$ cat config.mk
export PLATFORM = sky130hd
export DESIGN_NAME = motor_command_packet_framer_top
export DESIGN_NICKNAME = d
export VERILOG_FILES = /design/src/rtl/core/mcpf_pkg.sv /design/src/rtl/core/motor_command_packet_framer_top.sv
export VERILOG_INCLUDE_DIRS = /design/src /design/src/rtl/core
export SDC_FILE = /design/constraint.sdc
export NUM_CORES = 1
export LEC_CHECK = 0
export ABC_AREA = 1
export BUFFER_PORTS_ARGS = -buffer_cell sky130_fd_sc_hd__buf_2
export CAP_MARGIN = 15
export CORE_MARGIN = 1
export CORE_UTILIZATION = 59
export CTS_BUF_LIST = sky130_fd_sc_hd__clkbuf_4 sky130_fd_sc_hd__clkbuf_8 sky130_fd_sc_hd__clkbuf_16
export CTS_CLUSTER_SIZE = 16
export DETAILED_ROUTE_END_ITERATION = 12
export HOLD_SLACK_MARGIN = 0.08
export PLACE_DENSITY = 0.84
export SLEW_MARGIN = 0
export SYNTH_ARGS = -nofsm -noshare
export SYNTH_HDL_FRONTEND = slang
export SYNTH_SLANG_ARGS = --single-unit
$ cat constraint.sdc
create_clock -name clk -period 14.55 [get_ports clk]
set_input_delay 2.91 -clock clk [delete_from_list [all_inputs] [get_ports clk]]
set_output_delay 2.91 -clock clk [all_outputs]
set_load 0.05 [all_outputs]
$ cat src/rtl/core/motor_command_packet_framer_top_macros.svh
// ----------------------------------------------------------------------------
// Assertion macros for the motor command packet framer
// Implication checks, sampled on clk and switched off while arst_n is low.
// ----------------------------------------------------------------------------
`ifndef MOTOR_COMMAND_PACKET_FRAMER_TOP_MACROS_SVH
`define MOTOR_COMMAND_PACKET_FRAMER_TOP_MACROS_SVH

// Same-cycle implication: cons must hold whenever ante holds.
`define MCPF_ASSERT_NOW(label, ante, cons, msg) \
	label: assert property (@(posedge clk) disable iff (!arst_n) (ante) |-> (cons)) \
		else $error(msg);

// Next-cycle implication: cons must hold in the cycle after ante.
`define MCPF_ASSERT_NEXT(label, ante, cons, msg) \
	label: assert property (@(posedge clk) disable iff (!arst_n) (ante) |=> (cons)) \
		else $error(msg);

`endif

$ cat src/rtl/core/mcpf_pkg.sv
// ----------------------------------------------------------------------------
// mcpf_pkg
// Shared types and frame constants for the motor command packet framer.
// ----------------------------------------------------------------------------
`default_nettype none

package mcpf_pkg;

	localparam int BYTE_W      = 8;
	localparam int COUNT_W     = 4;
	localparam int PARAM_BUS_W = 64;

	localparam logic [BYTE_W-1:0] HDR_FIRST  = 8'hD5;
	localparam logic [BYTE_W-1:0] HDR_SECOND = 8'h5D;
	localparam logic [BYTE_W-1:0] LEN_OFFSET = 8'd2;

	typedef enum logic [2:0] {
		ST_IDLE,
		ST_HDR1,
		ST_HDR2,
		ST_ID,
		ST_LEN,
		ST_INS,
		ST_PARAM,
		ST_SUM
	} state_t;

endpackage

`default_nettype wire

$ cat src/rtl/core/motor_command_packet_framer_top.sv
// ----------------------------------------------------------------------------
// motor_command_packet_framer_top
// Frames one motor command into a serial byte stream with additive checksum.
// ----------------------------------------------------------------------------
// Usage:
//   Command channel (cmd_valid / cmd_stall): one word carries motor_id,
//   instruction, param_count and param_bytes. A count above MAX_PARAMS is
//   clamped to MAX_PARAMS; parameter bytes beyond the count are ignored.
//   Frame channel (frame_valid / frame_stall): one frame byte per word, in
//   order D5, 5D, id, length, instruction, params..., checksum. last_byte
//   marks the checksum word. Length is count + 2; the checksum is the 8-bit
//   sum of id, length, instruction and the sent parameter bytes.
//   Start: an accepted command is latched as the sequencer enters ST_HDR1;
//   then the D5 byte enters the output register. A frame of n parameters
//   is n + 6 words. Throughput: a new command is taken in the same cycle
//   the checksum byte enters the output register, so unstalled frames run
//   back to back. The byte sequencer and its single 8-bit checksum adder
//   emit one frame byte per cycle while frame_stall is low.
//   Stall: frame_stall holds the output register; the sequencer waits and
//   cmd_stall stays high until the frame is complete.
//   Reset: arst_n clears the sequencer to idle and drops frame_valid.
// ----------------------------------------------------------------------------
`default_nettype none

`include "motor_command_packet_framer_top_macros.svh"

module motor_command_packet_framer_top #(
	parameter int MAX_PARAMS = 8
) (
	input  wire logic                                clk,
	input  wire logic                                arst_n,
	// command channel
	input  wire logic                                cmd_valid,
	output logic                                     cmd_stall,
	input  wire logic [mcpf_pkg::BYTE_W-1:0]         motor_id,
	input  wire logic [mcpf_pkg::BYTE_W-1:0]         instruction,
	input  wire logic [mcpf_pkg::COUNT_W-1:0]        param_count,
	input  wire logic [mcpf_pkg::PARAM_BUS_W-1:0]    param_bytes,
	// frame channel
	output logic                                     frame_valid,
	input  wire logic                                frame_stall,
	output logic [mcpf_pkg::BYTE_W-1:0]              tx_byte,
	output logic                                     last_byte
);

	localparam int PARAM_W = MAX_PARAMS * mcpf_pkg::BYTE_W;

	// sequencer state
	mcpf_pkg::state_t state_q;
	mcpf_pkg::state_t state_d;

	// latched command
	logic [mcpf_pkg::BYTE_W-1:0]  id_q;
	logic [mcpf_pkg::BYTE_W-1:0]  ins_q;
	logic [mcpf_pkg::BYTE_W-1:0]  len_q;
	logic [PARAM_W-1:0]           param_q;
	logic [mcpf_pkg::COUNT_W-1:0] rem_q;

	// running checksum, fed by the one shared adder
	logic [mcpf_pkg::BYTE_W-1:0]  sum_q;

	// output register
	logic                         frame_valid_q;
	logic [mcpf_pkg::BYTE_W-1:0]  tx_byte_q;
	logic                         last_q;

	// control
	logic                         advance;
	logic                         cmd_accept;
	logic                         load;
	logic                         add_en;
	logic                         shift_en;
	logic                         last_d;
	logic [mcpf_pkg::BYTE_W-1:0]  byte_d;
	logic [mcpf_pkg::COUNT_W-1:0] cnt_sat;

	// Output register can take a new byte when empty or being drained.
	assign advance = !frame_valid_q || !frame_stall;

	// Accept in idle, or overlap with the checksum byte leaving the sequencer.
	assign cmd_stall  = !((state_q == mcpf_pkg::ST_IDLE) ||
		((state_q == mcpf_pkg::ST_SUM) && advance));
	assign cmd_accept = cmd_valid && !cmd_stall;

	// Clamp the parameter count.
	assign cnt_sat = (param_count > mcpf_pkg::COUNT_W'(MAX_PARAMS)) ?
		mcpf_pkg::COUNT_W'(MAX_PARAMS) : param_count;

	// Next state and byte select.
	always_comb begin
		state_d  = state_q;
		byte_d   = '0;
		last_d   = 1'b0;
		load     = 1'b0;
		add_en   = 1'b0;
		shift_en = 1'b0;
		unique case (state_q)
			mcpf_pkg::ST_IDLE: begin
				if (cmd_accept) begin
					state_d = mcpf_pkg::ST_HDR1;
				end
			end
			mcpf_pkg::ST_HDR1: begin
				byte_d = mcpf_pkg::HDR_FIRST;
				if (advance) begin
					load    = 1'b1;
					state_d = mcpf_pkg::ST_HDR2;
				end
			end
			mcpf_pkg::ST_HDR2: begin
				byte_d = mcpf_pkg::HDR_SECOND;
				if (advance) begin
					load    = 1'b1;
					state_d = mcpf_pkg::ST_ID;
				end
			end
			mcpf_pkg::ST_ID: begin
				byte_d = id_q;
				if (advance) begin
					load    = 1'b1;
					add_en  = 1'b1;
					state_d = mcpf_pkg::ST_LEN;
				end
			end
			mcpf_pkg::ST_LEN: begin
				byte_d = len_q;
				if (advance) begin
					load    = 1'b1;
					add_en  = 1'b1;
					state_d = mcpf_pkg::ST_INS;
				end
			end
			mcpf_pkg::ST_INS: begin
				byte_d = ins_q;
				if (advance) begin
					load    = 1'b1;
					add_en  = 1'b1;
					state_d = (rem_q == '0) ? mcpf_pkg::ST_SUM : mcpf_pkg::ST_PARAM;
				end
			end
			mcpf_pkg::ST_PARAM: begin
				byte_d = param_q[mcpf_pkg::BYTE_W-1:0];
				if (advance) begin
					load     = 1'b1;
					add_en   = 1'b1;
					shift_en = 1'b1;
					if (rem_q == mcpf_pkg::COUNT_W'(1)) begin
						state_d = mcpf_pkg::ST_SUM;
					end
				end
			end
			mcpf_pkg::ST_SUM: begin
				byte_d = sum_q;
				last_d = 1'b1;
				if (advance) begin
					load    = 1'b1;
					state_d = cmd_accept ? mcpf_pkg::ST_HDR1 : mcpf_pkg::ST_IDLE;
				end
			end
		endcase
	end

	always_ff @(posedge clk or negedge arst_n) begin
		if (!arst_n) begin
			state_q <= mcpf_pkg::ST_IDLE;
		end else begin
			state_q <= state_d;
		end
	end

	// Command latch, parameter shifter and checksum accumulator.
	always_ff @(posedge clk) begin
		if (cmd_accept) begin
			id_q    <= motor_id;
			ins_q   <= instruction;
			len_q   <= mcpf_pkg::BYTE_W'(cnt_sat) + mcpf_pkg::LEN_OFFSET;
			param_q <= param_bytes[PARAM_W-1:0];
			rem_q   <= cnt_sat;
			sum_q   <= '0;
		end else begin
			if (shift_en) begin
				param_q <= param_q >> mcpf_pkg::BYTE_W;
				rem_q   <= rem_q - mcpf_pkg::COUNT_W'(1);
			end
			if (add_en) begin
				sum_q <= sum_q + byte_d;
			end
		end
	end

	// Output register: hold while stalled, drop valid once drained.
	always_ff @(posedge clk or negedge arst_n) begin
		if (!arst_n) begin
			frame_valid_q <= 1'b0;
		end else if (load) begin
			frame_valid_q <= 1'b1;
		end else if (!frame_stall) begin
			frame_valid_q <= 1'b0;
		end
	end

	always_ff @(posedge clk) begin
		if (load) begin
			tx_byte_q <= byte_d;
			last_q    <= last_d;
		end
	end

	assign frame_valid = frame_valid_q;
	assign tx_byte     = tx_byte_q;
	assign last_byte   = last_q;

	// Assertions
	`MCPF_ASSERT_NEXT(a_accept_starts_frame, cmd_accept, state_q == mcpf_pkg::ST_HDR1, "accepted command did not start a frame")
	`MCPF_ASSERT_NOW(a_sum_cleared_at_start, state_q == mcpf_pkg::ST_HDR1, sum_q == '0, "checksum not cleared at frame start")
	`MCPF_ASSERT_NOW(a_param_count_live, state_q == mcpf_pkg::ST_PARAM, rem_q != '0, "parameter state with no bytes left")
	`MCPF_ASSERT_NOW(a_last_ends_frame, frame_valid && last_byte, (state_q == mcpf_pkg::ST_IDLE) || (state_q == mcpf_pkg::ST_HDR1), "checksum byte shown mid-frame")

endmodule

`default_nettype wire
After elaboration in Yosys (flattened, before gate mapping) --
Index checks and enable logic that the tools add are counted.
Word-level totals: latch bits 0, logic and storage cells 70, output and inout port bits 11, register bits 113, memories kept 0, bits in writable memories 0, bits in read-only memories 0, input port bits 88
Operators by class: $mul 0, $lt $le $gt $ge 1, bitwise logic cells 0, multiplexer cells 25, equality and inequality tests 18, add/subtract/negate cells 3, reductions and logical operators 13, div/mod/pow operators 0, shift-type cells 0
Operators with widths (number):
- 64-bit two-way mux | 2
- 8-bit one-hot mux with 7 select lines | 1
- 3-bit two-way mux | 9
- 3-bit one-hot mux with 8 select lines | 1
- 2-bit != test (second input constant) | 9
- 3-bit equality test (second input constant) | 4
- 4-bit two-way mux | 3
- 1-bit two-way mux | 9
- 9-bit AND reduction | 1
- 8-bit adder | 1
- 7-bit OR reduction | 1
- 3-bit by 2-bit equality test with 1-bit output (second input constant) | 2
- 4-bit by 2-bit adder with 5-bit output (second input constant) | 1
- 4-bit by 1-bit equality test with 1-bit output (second input constant) | 1
- 4-bit > comparator (second input constant) | 1
- 4-bit logical NOT | 1
- 4-bit OR reduction | 1
- 4-bit by 1-bit subtractor with 4-bit output (second input constant) | 1
- 3-bit by 1-bit equality test with 1-bit output (second input constant) | 1
- 1-bit logical NOT | 3
- 3-bit logical NOT | 1
- 1-bit logical AND | 2
- 1-bit logical OR | 2
- 2-bit by 1-bit != test with 1-bit output (second input constant) | 1
- 2-bit nonzero test | 1

Depth between registers and ports, before layout --
Gate-level depths: netlist of run 1.
word-level depth 8, gate-level depth with buffers 18, depth with buffers taken out 18

Least setup slack after synthesis of run 1 --
No wires, ideal clock.
path kind input to register, start point input frame_stall, end point register param_q[0], enable pin, setup slack 6.077 ns, cell stages on the path 3, buffers on the path 0, required time 13.962 ns, arrival 7.885 ns, library setup time 0.588 ns, path through nand2_1 -> inv_1 -> o21ai_0
On the way: word-level cells in the longest chain between the ends 6, elaborated cells between the ends (all ways) 8, those cells by class 2 x mux; 6 x reduce/logical
Ends and longest elaborated chain:
- start: declaration | RTL line motor_command_packet_framer_top.sv:41 | input wire logic frame_stall,
- 1-bit logical NOT *
- 1-bit logical OR * | RTL line motor_command_packet_framer_top.sv:78 | assign advance = !frame_valid_q || !frame_stall;
- 1-bit logical AND | RTL line motor_command_packet_framer_top.sv:82 | ((state_q == mcpf_pkg::ST_SUM) && advance));
- 1-bit logical OR | RTL line motor_command_packet_framer_top.sv:81 | assign cmd_stall = !((state_q == mcpf_pkg::ST_IDLE) ||
- 1-bit logical AND | RTL line motor_command_packet_framer_top.sv:83 | assign cmd_accept = cmd_valid && !cmd_stall;
- 2-bit nonzero test (no line) *
- end signal: assignment | RTL line motor_command_packet_framer_top.sv:177 | param_q <= param_bytes[PARAM_W-1:0];
- end signal: assignment | RTL line motor_command_packet_framer_top.sv:182 | param_q <= param_q >> mcpf_pkg::BYTE_W;
- end: declaration | RTL line motor_command_packet_framer_top.sv:56 | logic [PARAM_W-1:0] param_q;
Mark *: on every way between the ends. The rest lies on a longest branch, timed or not. A chain may end at the register's enable or synchronous reset.

Final worst setup path of run 1 --
start point input frame_stall, end point output cmd_stall
On the way: word-level cells in the longest chain between the ends 5
Ends and longest elaborated chain:
- 1-bit logical NOT
- 1-bit logical OR | RTL line motor_command_packet_framer_top.sv:78
- 1-bit logical AND | RTL line motor_command_packet_framer_top.sv:82
- 1-bit logical OR | RTL line motor_command_packet_framer_top.sv:81
- 1-bit logical NOT | RTL line motor_command_packet_framer_top.sv:81
- end: declaration | RTL line motor_command_packet_framer_top.sv:34 | output logic cmd_stall,
Every way passes these cells.

==> results of run 1 <==
-- worst reg2reg max path: stages, from the launching register on --
cell	delay [ns]
dfrtp_1	0.42
ha_1	0.31
nand2_1	0.19
o22ai_2	0.18
inv_2	0.08
nor2_8	0.07
buf_4	0.69
inv_2	0.76
o21ai_4	0.20
buf_4	0.68
-- routing by layer --
layer	up-vias	part of all wire [%]	global-route usage, %
met5	-	0	0
met4	0	2.1	9.34
met3	22	6.3	5.15
met2	148	52	42.3
met1	1702	39	28.3
li1	1851	-	-
-- power by group through the flow --
stage	clock network (uW)	logic, uW	registers [uW]
after floorplan	0	383	602
after global placement	0	525	546
after detailed placement	0	553	551
after CTS	184	560	544
after global routing	193	627	556
final	181	561	544
-- registers in the layout (all words and copies together) (netlist names) --
register and count:
id_q 8, param_q 64, last_byte 1, rem_q 4, len_q 5, sum_q 8, frame_valid 1, ins_q 8
tx_byte 8, state_q 3
-- logic make-up after synthesis --
family | share of synthesized area, %
compound gates | 4.59
fa+ha+maj | 4.10
flops | 63.2
other cells | 0.0740
simple gates | 21.5
buf+inv | 5.26
xor+xnor | 1.21
-- area by class of cell --
class                      count  area share [%]
clock buffer                   9            2.13
sequential                   110            55.0
multi-input combinational    336            27.6
timing repair buffer         100            8.68
inverter                      49            3.16
clock inverter                 7            1.22
tap                          105            2.25
-- through the flow --
stage | instance area [sq um] | cells
global route | 5830 | 716
floorplan | 5070 | 511
detailed placement | 5630 | 700
global placement | 5630 | 700
finish | 5830 | 716
CTS | 5830 | 716
-- worst paths after layout --
path	cells after the start	end	startpoint	slack [ns]
setup reg to reg	9	param_q[9]$_DFFE_PP_	state_q[0]$_DFFE_PN0P_	10.55
min in group asynchronous	1	state_q[1]$_DFFE_PN0P_	arst_n	2.33
setup / recovery	6	cmd_stall	frame_stall	7.91
hold reg to reg	2	sum_q[0]$_SDFFE_PN0P_	sum_q[0]$_SDFFE_PN0P_	0.50
max in group asynchronous	1	state_q[2]$_DFFE_PN0P_	arst_n	12.08
hold / removal	2	sum_q[0]$_SDFFE_PN0P_	sum_q[0]$_SDFFE_PN0P_	0.50
-- layout by cell type, fill, tap and decap left out, types with 2 or more instances in the layout --
master      count
clkbuf_8        9
a21oi_1        16
a221oi_1        4
edfxtp_1       98
inv_1          47
xnor2_1         4
clkinvlp_4      2
inv_6           2
o2111ai_1       2
nor2_2          2
buf_2          98
xor2_1          3
buf_4           2
nor2_1         23
nand2_1       227
dfxtp_1         8
nand3_1        15
dfrtp_1         4
ha_1           15
o21ai_0         9
inv_8           2
inv_2           2
nand4_1         3
==> results by group, run 1 <==
Clocking
  – Clk slew on worst S/H paths: 0.10 ns
  – Cts-stage hold buffer count: 0
  – Clock Latency Late Sink: 0.38 ns
  – CTS tree: done
  – Num CTS Buffers: 9
  – CTS H-tree depth: 3
  – CTS root buf: clkbuf_8
  – Max Root-Sink Buffers: 2
  – # resized after CTS: 0
  – Clock sinks: 110
  – Setup bufs post-CTS: 0

Power and ir drop
  – Max VDD drop: 0.106 mV
  – Int Pwr: 746 uW
  – Leak: 0.00271 uW
  – P_sw: 540 uW
  – Total power: 1290 uW
  – Combinational power share: 43.6%
  – Sequential share of power: 42.3%
  – Clock group share of total power: 14.1%
  – Power Density: 221 nW/um^2
  – Sw Ratio: 42.0%

Floorplanning
  – Chip height: 94.7 um
  – Die width: 94.7 um
  – Core area: 8260 sq um
  – Area of the die: 8960 sq um
  – Io pins: 99
  – # rows: 33
  – Initial core utilization: 61.3%

STA
  – Clock Skews: 0.0186 ns
  – Final hold slack: 0.502 ns
  – Setup repair after global routing missed its margin: false
  – Period utilization: 45.6%
  – Fin worst setup slack: 7.91 ns
  – Final setup fails: 0
  – Slew @ Worst Pin: 1.10 ns
  – FMAX: 151 MHz
  – Min Tclk post-route: 6.64 ns
  – Setup_tns: 0 ns
  – Final hold violation count: 0
  – Slew Viols, Final: 0
  – Worst rel slew slack: 26.2%

Routing
  – DR WL/cell: 13.8 um
  – DRT iter0 DRCs: 223
  – Via count: 3723
  – Post-DR vias/cell: 5.20
  – Number of nets still failing antenna checks after routing: 0
  – Wirelength, routed: 9870 um
  – DRC Markers: 0
  – Drt pass-1 iters: 5

Synthesis
  – Synth top area share: 58.1%
  – Syn. warnings: 0
  – Yosys reg bits: 110
  – Most frequent cell after synthesis: nand2_1
  – Post-synth ARST share: 3.64%
  – Netlist cell types: 33
  – Synthesized instance count: 511
  – Sequential fraction of the synthesis area: 63.2%
  – Top FF cell, synth: edfxtp_1
  – Synth Area per Inst: 9.91 sq um
  – Area leader, netlist: edfxtp_1
  – Synthesized cell area: 5070 sq um
  – Post-synth EDFFs: 98
  – Syn_nets: 615
  – Largest cells by area after synthesis: edfxtp_1 58%, nand2_1 17%, ha_1 3.7%
  – Commonest cells post-synth: 227 x nand2_1, 98 x edfxtp_1, 47 x inv_1

Setup path
  – Worst path buffer plus inverter count: 4
  – Worst path required time: 11.64 ns
  – Critical path arrival: 3.73 ns
  – Largest stage delay, worst path: 0.28 ns
  – Critical-path cell list: buf_2 -> nand2_1 -> inv_1 -> o22ai_2 -> inv_2 -> buf_2
  – Most Frequent Cell on Critical Path: buf_2
  – Critical Path End Type: output pin
  – CP Class: input pin to output pin
  – Slowest cell on the critical path: buf_2
  – Crit start category: input pin
  – Worst path top cell family by delay: buffers and inverters
  – Crit path max fanout: 4

Final layout
  – Final Util: 70.6%
  – Register area: 3200 sq um
  – Inserted Diodes: 0
  – Multi-input logic area: 1610 sq um
  – Layout cells sized above 1: 20.5%
  – Filler Cell Count: 629
  – Nets: 710
  – Synthesis-to-finish area growth: 15.0%

Status
  – Status: finished clean

Global route
  – First-pass GRT wire length: 16100 um
  – GR Overflow Total: 0
  – GR Util All Layers: 23.9%
  – Largest net degree at the start of global routing: 92
  – Vias in the first global route: 3600
  – Initial antenna violation count: 0

Placed design
  – Pre-CTS setup slack: 7.91 ns
  – DP Wirelength: 6660 um
  – GP Congestion: 0.921
  – IO buf count: 98

Worst hold path
  – Hold Path Class: flip-flop to flip-flop

Job
  – Max Cap Viol: 0
(Power assumes the default switching activity.)
==> run 2: changes to the inputs <==
--- a/config.mk
+++ b/config.mk
@@ -10,12 +10,12 @@
 export BUFFER_PORTS_ARGS = -buffer_cell sky130_fd_sc_hd__buf_2
 export CAP_MARGIN = 15
 export CORE_MARGIN = 1
-export CORE_UTILIZATION = 59
+export CORE_UTILIZATION = 55
 export CTS_BUF_LIST = sky130_fd_sc_hd__clkbuf_4 sky130_fd_sc_hd__clkbuf_8 sky130_fd_sc_hd__clkbuf_16
 export CTS_CLUSTER_SIZE = 16
 export DETAILED_ROUTE_END_ITERATION = 12
 export HOLD_SLACK_MARGIN = 0.08
-export PLACE_DENSITY = 0.84
+export PLACE_DENSITY = 0.8
 export SLEW_MARGIN = 0
 export SYNTH_ARGS = -nofsm -noshare
 export SYNTH_HDL_FRONTEND = slang
==> constraint.sdc (replaced) <==
create_clock -name clk -period 6.9 [get_ports clk]
set_input_delay 1.38 -clock clk [delete_from_list [all_inputs] [get_ports clk]]
set_output_delay 1.38 -clock clk [all_outputs]
set_load 0.05 [all_outputs]
==> run 2 against run 1 <==
The flow now finishes with violations (design-rule violations). Register-to-register slack got worse by 6.7 ns. Global-route usage decreased by 2.5 points. Clock power increased by 110%. Routed wire length decreased by 3.0%. Via count decreased by 2.5%. Clock skew decreased by 0.0034 ns. Final cell count increased by 0.56%. Design area increased by 0.49%. First-iteration DRC count decreased by 29%. Critical path type unchanged. Largest power group unchanged. Highest routed layer unchanged.
==> results by group, run 2 (synthesis results as in run 1) <==
Status
  – Status: finished with violations
  – Failing checks: design-rule violations

Global route
  – Vias in the first global route: 3644
  – Largest net degree at the start of global routing: 91
  – GR Overflow Total: 0
  – Initial antenna violation count: 0
  – First-pass GRT wire length: 16000 um
  – GR Util All Layers: 21.4%

Final layout
  – Commonest cells after routing, fill and taps aside: 227 x nand2_1, 98 x edfxtp_1, 98 x buf_2
  – Inserted Diodes: 0
  – Fin cells: 720
  – Layout cells sized above 1: 20.6%
  – Synthesis-to-finish area growth: 15.6%
  – Max FFs per register: 64
  – Nets: 711
  – Top reg by flops: param_q
  – Most common cell after layout, fill and taps aside: nand2_1

STA
  – Setup_tns: 0 ns
  – Worst rel slew slack: 40.2%
  – Slew @ Worst Pin: 0.897 ns
  – Min Tclk post-route: 3.60 ns
  – FMAX: 278 MHz
  – Clock Skews: 0.0152 ns
  – Period utilization: 52.1%
  – Slew Viols, Final: 0
  – Final hold violation count: 0
  – Fin worst setup slack: 3.30 ns
  – Setup repair after global routing missed its margin: false
  – Final hold slack: 0.507 ns
  – Final setup fails: 0

Clocking
  – # resized after CTS: 0
  – Clock Latency Late Sink: 0.38 ns
  – Clk slew on worst S/H paths: 0.10 ns
  – Max Root-Sink Buffers: 2
  – Setup bufs post-CTS: 0
  – Num CTS Buffers: 9
  – Cts-stage hold buffer count: 0
  – CTS root buf: clkbuf_8
  – Clock sinks: 110
  – CTS H-tree depth: 3
  – CTS tree: done

Placed design
  – Pre-CTS setup slack: 3.30 ns
  – DP Wirelength: 6540 um
  – IO buf count: 98
  – GP Congestion: 0.857
  – DP Cell Count: 704

Job
  – Max Cap Viol: 0

Setup path
  – Worst path required time: 5.52 ns
  – Crit start category: input pin
  – Critical path arrival: 2.22 ns
  – Critical Path End Type: output pin
  – Crit path max fanout: 4
  – CP Class: input pin to output pin

Routing
  – Number of nets still failing antenna checks after routing: 0
  – Post-DR vias/cell: 5.04
  – DRT iter0 DRCs: 159
  – DR WL/cell: 13.3 um
  – Drt pass-1 iters: 8
  – Wirelength, routed: 9570 um
  – DRC Markers: 4
  – Via count: 3630

Power and ir drop
  – Max VDD drop: 0.229 mV
  – Leak: 0.00272 uW
  – Power Density: 461 nW/um^2

Floorplanning
  – Core area: 8810 sq um
  – Initial core utilization: 57.5%
  – Area of the die: 9600 sq um
  – Die width: 98.0 um
  – Chip height: 98.0 um
  – Io pins: 99
  – # rows: 34

Worst hold path
  – Hold Path Class: flip-flop to flip-flop
run 2: changes by cell type in the layout (fill, tap and decap cells not counted), sizes merged:
cell,before,now
clkinvlp,2,0
buf,100,101
inv,53,51
clkinv,1,5
run 2: cell type report:
type	instances	area, sq um
Sequential cell	110	3200
Inverter	49	184
Clock inverter	7	88.8
Fill cell	708	2950
Clock buffer	9	124
Timing Repair Buffer	101	513
Multi-Input combinational cell	336	1610
Tap cell	108	135
run 2: power breakdown:
group | switching [uW] | internal (uW)
sequential | 84.7 | 1060
combinational | 798 | 366
clock | 242 | 147
total | 1120 | 1570
run 2: per-stage QoR:
| step | util [%] | power [uW] | cell area [sq um] |
|---|---|---|---|
| finish | 66.5 | 2700 | 5860 |
| global route | 66.5 | 2910 | 5860 |
| CTS | 66.5 | 2710 | 5860 |
| detailed placement | 64.1 | 2320 | 5640 |
| global placement | 64.1 | 2280 | 5640 |
| floorplan | - | 2060 | 5070 |
run 2: final timing paths:
check                                           to  cells past startpoint  slack, ns              startpoint
min reg2reg                  sum_q[0]$_SDFFE_PN0P_                      2       0.51   sum_q[0]$_SDFFE_PN0P_
max                                      cmd_stall                      6       3.30             frame_stall
min in group asynchronous  frame_valid$_DFFE_PN0P_                      1       0.80                  arst_n
max in group asynchronous   state_q[0]$_DFFE_PN0P_                      1       5.97                  arst_n
min                          sum_q[0]$_SDFFE_PN0P_                      2       0.51   sum_q[0]$_SDFFE_PN0P_
max reg2reg                  sum_q[5]$_SDFFE_PN0P_                     13       3.86  state_q[0]$_DFFE_PN0P_
run 2: layer usage:
metal / track usage (%) / routed length (um) / part of all wire [%] / vias to the layer above
li1: - / - / - / 1857
met1: 25.4 / 4050 / 42 / 1646
met2: 37.0 / 4760 / 50 / 104
met3: 5.51 / 514 / 5.4 / 23
met4: 8.74 / 247 / 2.6 / 0
met5: 0 / 0 / 0 / -
run 2: critical path: stages:
cell and delay (ns):
buf_2 0.08, nand2_1 0.07, inv_1 0.17, o22ai_2 0.09
inv_2 0.13, buf_2 0.28
==> run 3: changes to the inputs <==
--- a/config.mk
+++ b/config.mk
@@ -6,7 +6,7 @@
 export SDC_FILE = /design/constraint.sdc
 export NUM_CORES = 1
 export LEC_CHECK = 0
-export ABC_AREA = 1
+export ABC_AREA = 0
 export BUFFER_PORTS_ARGS = -buffer_cell sky130_fd_sc_hd__buf_2
 export CAP_MARGIN = 15
 export CORE_MARGIN = 1
==> constraint.sdc (replaced) <==
create_clock -name clk -period 3.6 [get_ports clk]
set_input_delay 0.72 -clock clk [delete_from_list [all_inputs] [get_ports clk]]
set_output_delay 0.72 -clock clk [all_outputs]
set_load 0.05 [all_outputs]
==> run 3 against run 2 <==
Worst hold slack got worse by 0.37 ns. Setup slack got worse by 2.7 ns. Die area fell by 0.44%. Via count fell by 2.8%. First-iteration DRC count rose by 47%. Highest routed layer unchanged. Largest cell class unchanged. The flow still finishes with violations (design-rule violations).
==> results by group, run 3 <==
Global route
  – Largest net degree at the start of global routing: 46
  – First-pass GRT wire length: 16200 um
  – GR Util All Layers: 22.0%
  – Vias in the first global route: 3437
  – Initial antenna violation count: 0
  – GR Overflow Total: 0

Floorplanning
  – Io pins: 99
  – Core area: 8810 sq um
  – Area of the die: 9560 sq um
  – Die width: 97.8 um
  – Chip height: 97.8 um
  – Initial core utilization: 57.3%
  – # rows: 34

Synthesis
  – Post-synth EDFFs: 98
  – Post-synth ARST share: 3.64%
  – Synthesized instance count: 452
  – Synthesized cell area: 5040 sq um
  – Netlist cell types: 44
  – Sequential fraction of the synthesis area: 63.5%
  – Most frequent cell after synthesis: nand2_1
  – Synth Area per Inst: 11.2 sq um
  – Yosys reg bits: 110
  – Synth top area share: 58.3%
  – Largest cells by area after synthesis: edfxtp_1 58%, nand2_1 13%, ha_1 3.7%
  – Syn. warnings: 0
  – Commonest cells post-synth: 180 x nand2_1, 98 x edfxtp_1, 16 x nor2_1
  – Area leader, netlist: edfxtp_1
  – Syn_nets: 556
  – Top FF cell, synth: edfxtp_1

Power and ir drop
  – Sw Ratio: 40.3%
  – Max VDD drop: 0.424 mV
  – Power Density: 927 nW/um^2
  – Combinational power share: 43.8%
  – Int Pwr: 3230 uW
  – Sequential share of power: 42.5%
  – P_sw: 2180 uW
  – Clock group share of total power: 13.7%
  – Leak: 0.00254 uW

Placed design
  – GP Congestion: 0.917
  – DP Wirelength: 7120 um
  – IO buf count: 98
  – DP Area: 5630 sq um

STA
  – Setup repair after global routing missed its margin: false
  – Final hold violation count: 0
  – Slew @ Worst Pin: 1.01 ns
  – Period utilization: 84.6%
  – Clock Skews: 0.0152 ns
  – Setup_tns: 0 ns
  – Min Tclk post-route: 3.05 ns
  – Worst rel slew slack: 32.5%
  – FMAX: 328 MHz
  – Final setup fails: 0
  – Slew Viols, Final: 0

Setup path
  – Worst path required time: 3.90 ns
  – Crit path max fanout: 16
  – Critical path arrival: 3.34 ns
  – Reg2Reg Depth: 10
  – Worst reg-to-reg setup slack: 0.55 ns
  – Worst path top cell family by delay: compound AO/OA/AOI/OAI gates
  – Reg2reg end: sum_q[7]$_SDFFE_PN0P_
  – CP Class: flip-flop to flip-flop
  – Slowest cell on the critical path: a222oi_1
  – Critical Path End Type: flip-flop
  – Largest stage delay, worst path: 0.58 ns
  – Reg-to-Reg Start: state_q[0]$_DFFE_PN0P_
  – Crit start category: flip-flop
  – Worst path buffer plus inverter count: 1
  – Critical-path cell list: inv_1 -> ha_1 -> a222oi_1 -> o211ai_1 -> ha_1 -> a21oi_1 -> o21ai_0 -> a21oi_1 -> mux2i_1 -> mux2i_1

Clocking
  – CTS H-tree depth: 3
  – CTS root buf: clkbuf_8
  – Max Root-Sink Buffers: 2
  – Clock sinks: 110
  – Setup bufs post-CTS: 0
  – # resized after CTS: 0
  – Cts-stage hold buffer count: 0
  – CTS tree: done
  – Clk slew on worst S/H paths: 0.11 ns
  – Clock Latency Late Sink: 0.38 ns
  – Num CTS Buffers: 9

Routing
  – Wirelength, routed: 9910 um
  – Drt pass-1 iters: 9
  – Number of nets still failing antenna checks after routing: 0
  – DRT iter0 DRCs: 233
  – DRC Markers: 12
  – DR WL/cell: 15.0 um
  – Via count: 3530
  – Post-DR vias/cell: 5.36

Final layout
  – Layout cells sized above 1: 24.3%
  – Max FFs per register: 64
  – Filler Cell Count: 632
  – Inserted Diodes: 0
  – Final Instance Area: 5830 sq um
  – Synthesis-to-finish area growth: 15.7%
  – Nets: 650
  – Most common cell after layout, fill and taps aside: nand2_1
  – Top reg by flops: param_q
  – Commonest cells after routing, fill and taps aside: 180 x nand2_1, 98 x edfxtp_1, 98 x buf_2

Status
  – Failing checks: design-rule violations
  – Status: finished with violations

Job
  – Max Cap Viol: 0

Worst hold path
  – Hold Path Class: input pin to asynchronous set/reset pin
==> run 3: worst max-delay path by stage <==
stage                            from                    end  depth (start not counted)
4_1_cts        state_q[0]$_DFFE_PN0P_  sum_q[7]$_SDFFE_PN0P_                         10
3_5_place_dp   state_q[0]$_DFFE_PN0P_  sum_q[6]$_SDFFE_PN0P_                         11
6_report       state_q[0]$_DFFE_PN0P_  sum_q[7]$_SDFFE_PN0P_                         10
2_1_floorplan             frame_stall   param_q[0]$_DFFE_PP_                          2
5_1_grt        state_q[0]$_DFFE_PN0P_  sum_q[6]$_SDFFE_PN0P_                         11
3_3_place_gp   state_q[0]$_DFFE_PN0P_  sum_q[6]$_SDFFE_PN0P_                         11
==> run 3: cell type report <==
| cell class | instances | area (sq um) | area share [%] |
|---|---|---|---|
| clock inverter | 7 | 83.8 | 1.44 |
| multi-input combinational | 309 | 1680 | 28.8 |
| timing repair buffer | 105 | 568 | 9.74 |
| inverter | 11 | 41.3 | 0.708 |
| clock buffer | 9 | 124 | 2.12 |
| sequential | 110 | 3200 | 54.9 |
| tap | 108 | 135 | 2.32 |
==> run 3: stage by stage <==
step	hold slack (ns)	worst slack (ns)	utilization, %	instances	total power (uW)
after CTS	0.130	0.613	66.2	659	5430
after floorplan	0.424	0.428	-	452	4140
after global routing	0.122	0.321	66.2	659	5790
final	0.136	0.554	66.2	659	5410
after detailed placement	0.496	0.638	63.9	643	4690
after global placement	0.453	0.727	63.9	643	4590
==> run 3: metal layers <==
| layer | part of all wire [%] | track usage (%) | up-vias |
|---|---|---|---|
| li1 | - | - | 1745 |
| met1 | 42 | 27.9 | 1646 |
| met2 | 51 | 38.1 | 124 |
| met3 | 5.7 | 5.15 | 15 |
| met4 | 1.8 | 5.83 | 0 |
| met5 | 0 | 0 | - |
==> run 3: worst register-to-register path, stage by stage, from the launching register on <==
cell and delay, ns:
dfrtp_1 0.41, inv_1 0.08, ha_1 0.41, a222oi_1 0.58, o211ai_1 0.20, ha_1 0.38, a21oi_1 0.19, o21ai_0 0.10
a21oi_1 0.16, mux2i_1 0.25, mux2i_1 0.22
==> run 3: cell families after synthesis <==
group                    Yosys count  synth area share [%]
AO/OA/AOI/OAI                     51                  7.19
XOR/XNOR                           7                  1.22
adder cells (fa/ha/maj)           16                  4.12
buffers and inverters             33                  3.45
flip-flops                       110                  63.5
multiplexers                      12                  2.43
other                              1                0.0744
AND/OR/NAND/NOR                  222                  18.0
==> run 3: power by group through the flow <==
stage                     sequential, uW  combinational [uW]  clock, uW
after global placement              2310                2280          0
after CTS                           2300                2370        757
after detailed placement            2320                2370          0
after floorplan                     2450                1690          0
final                               2300                2370        740
after global routing                2340                2640        800
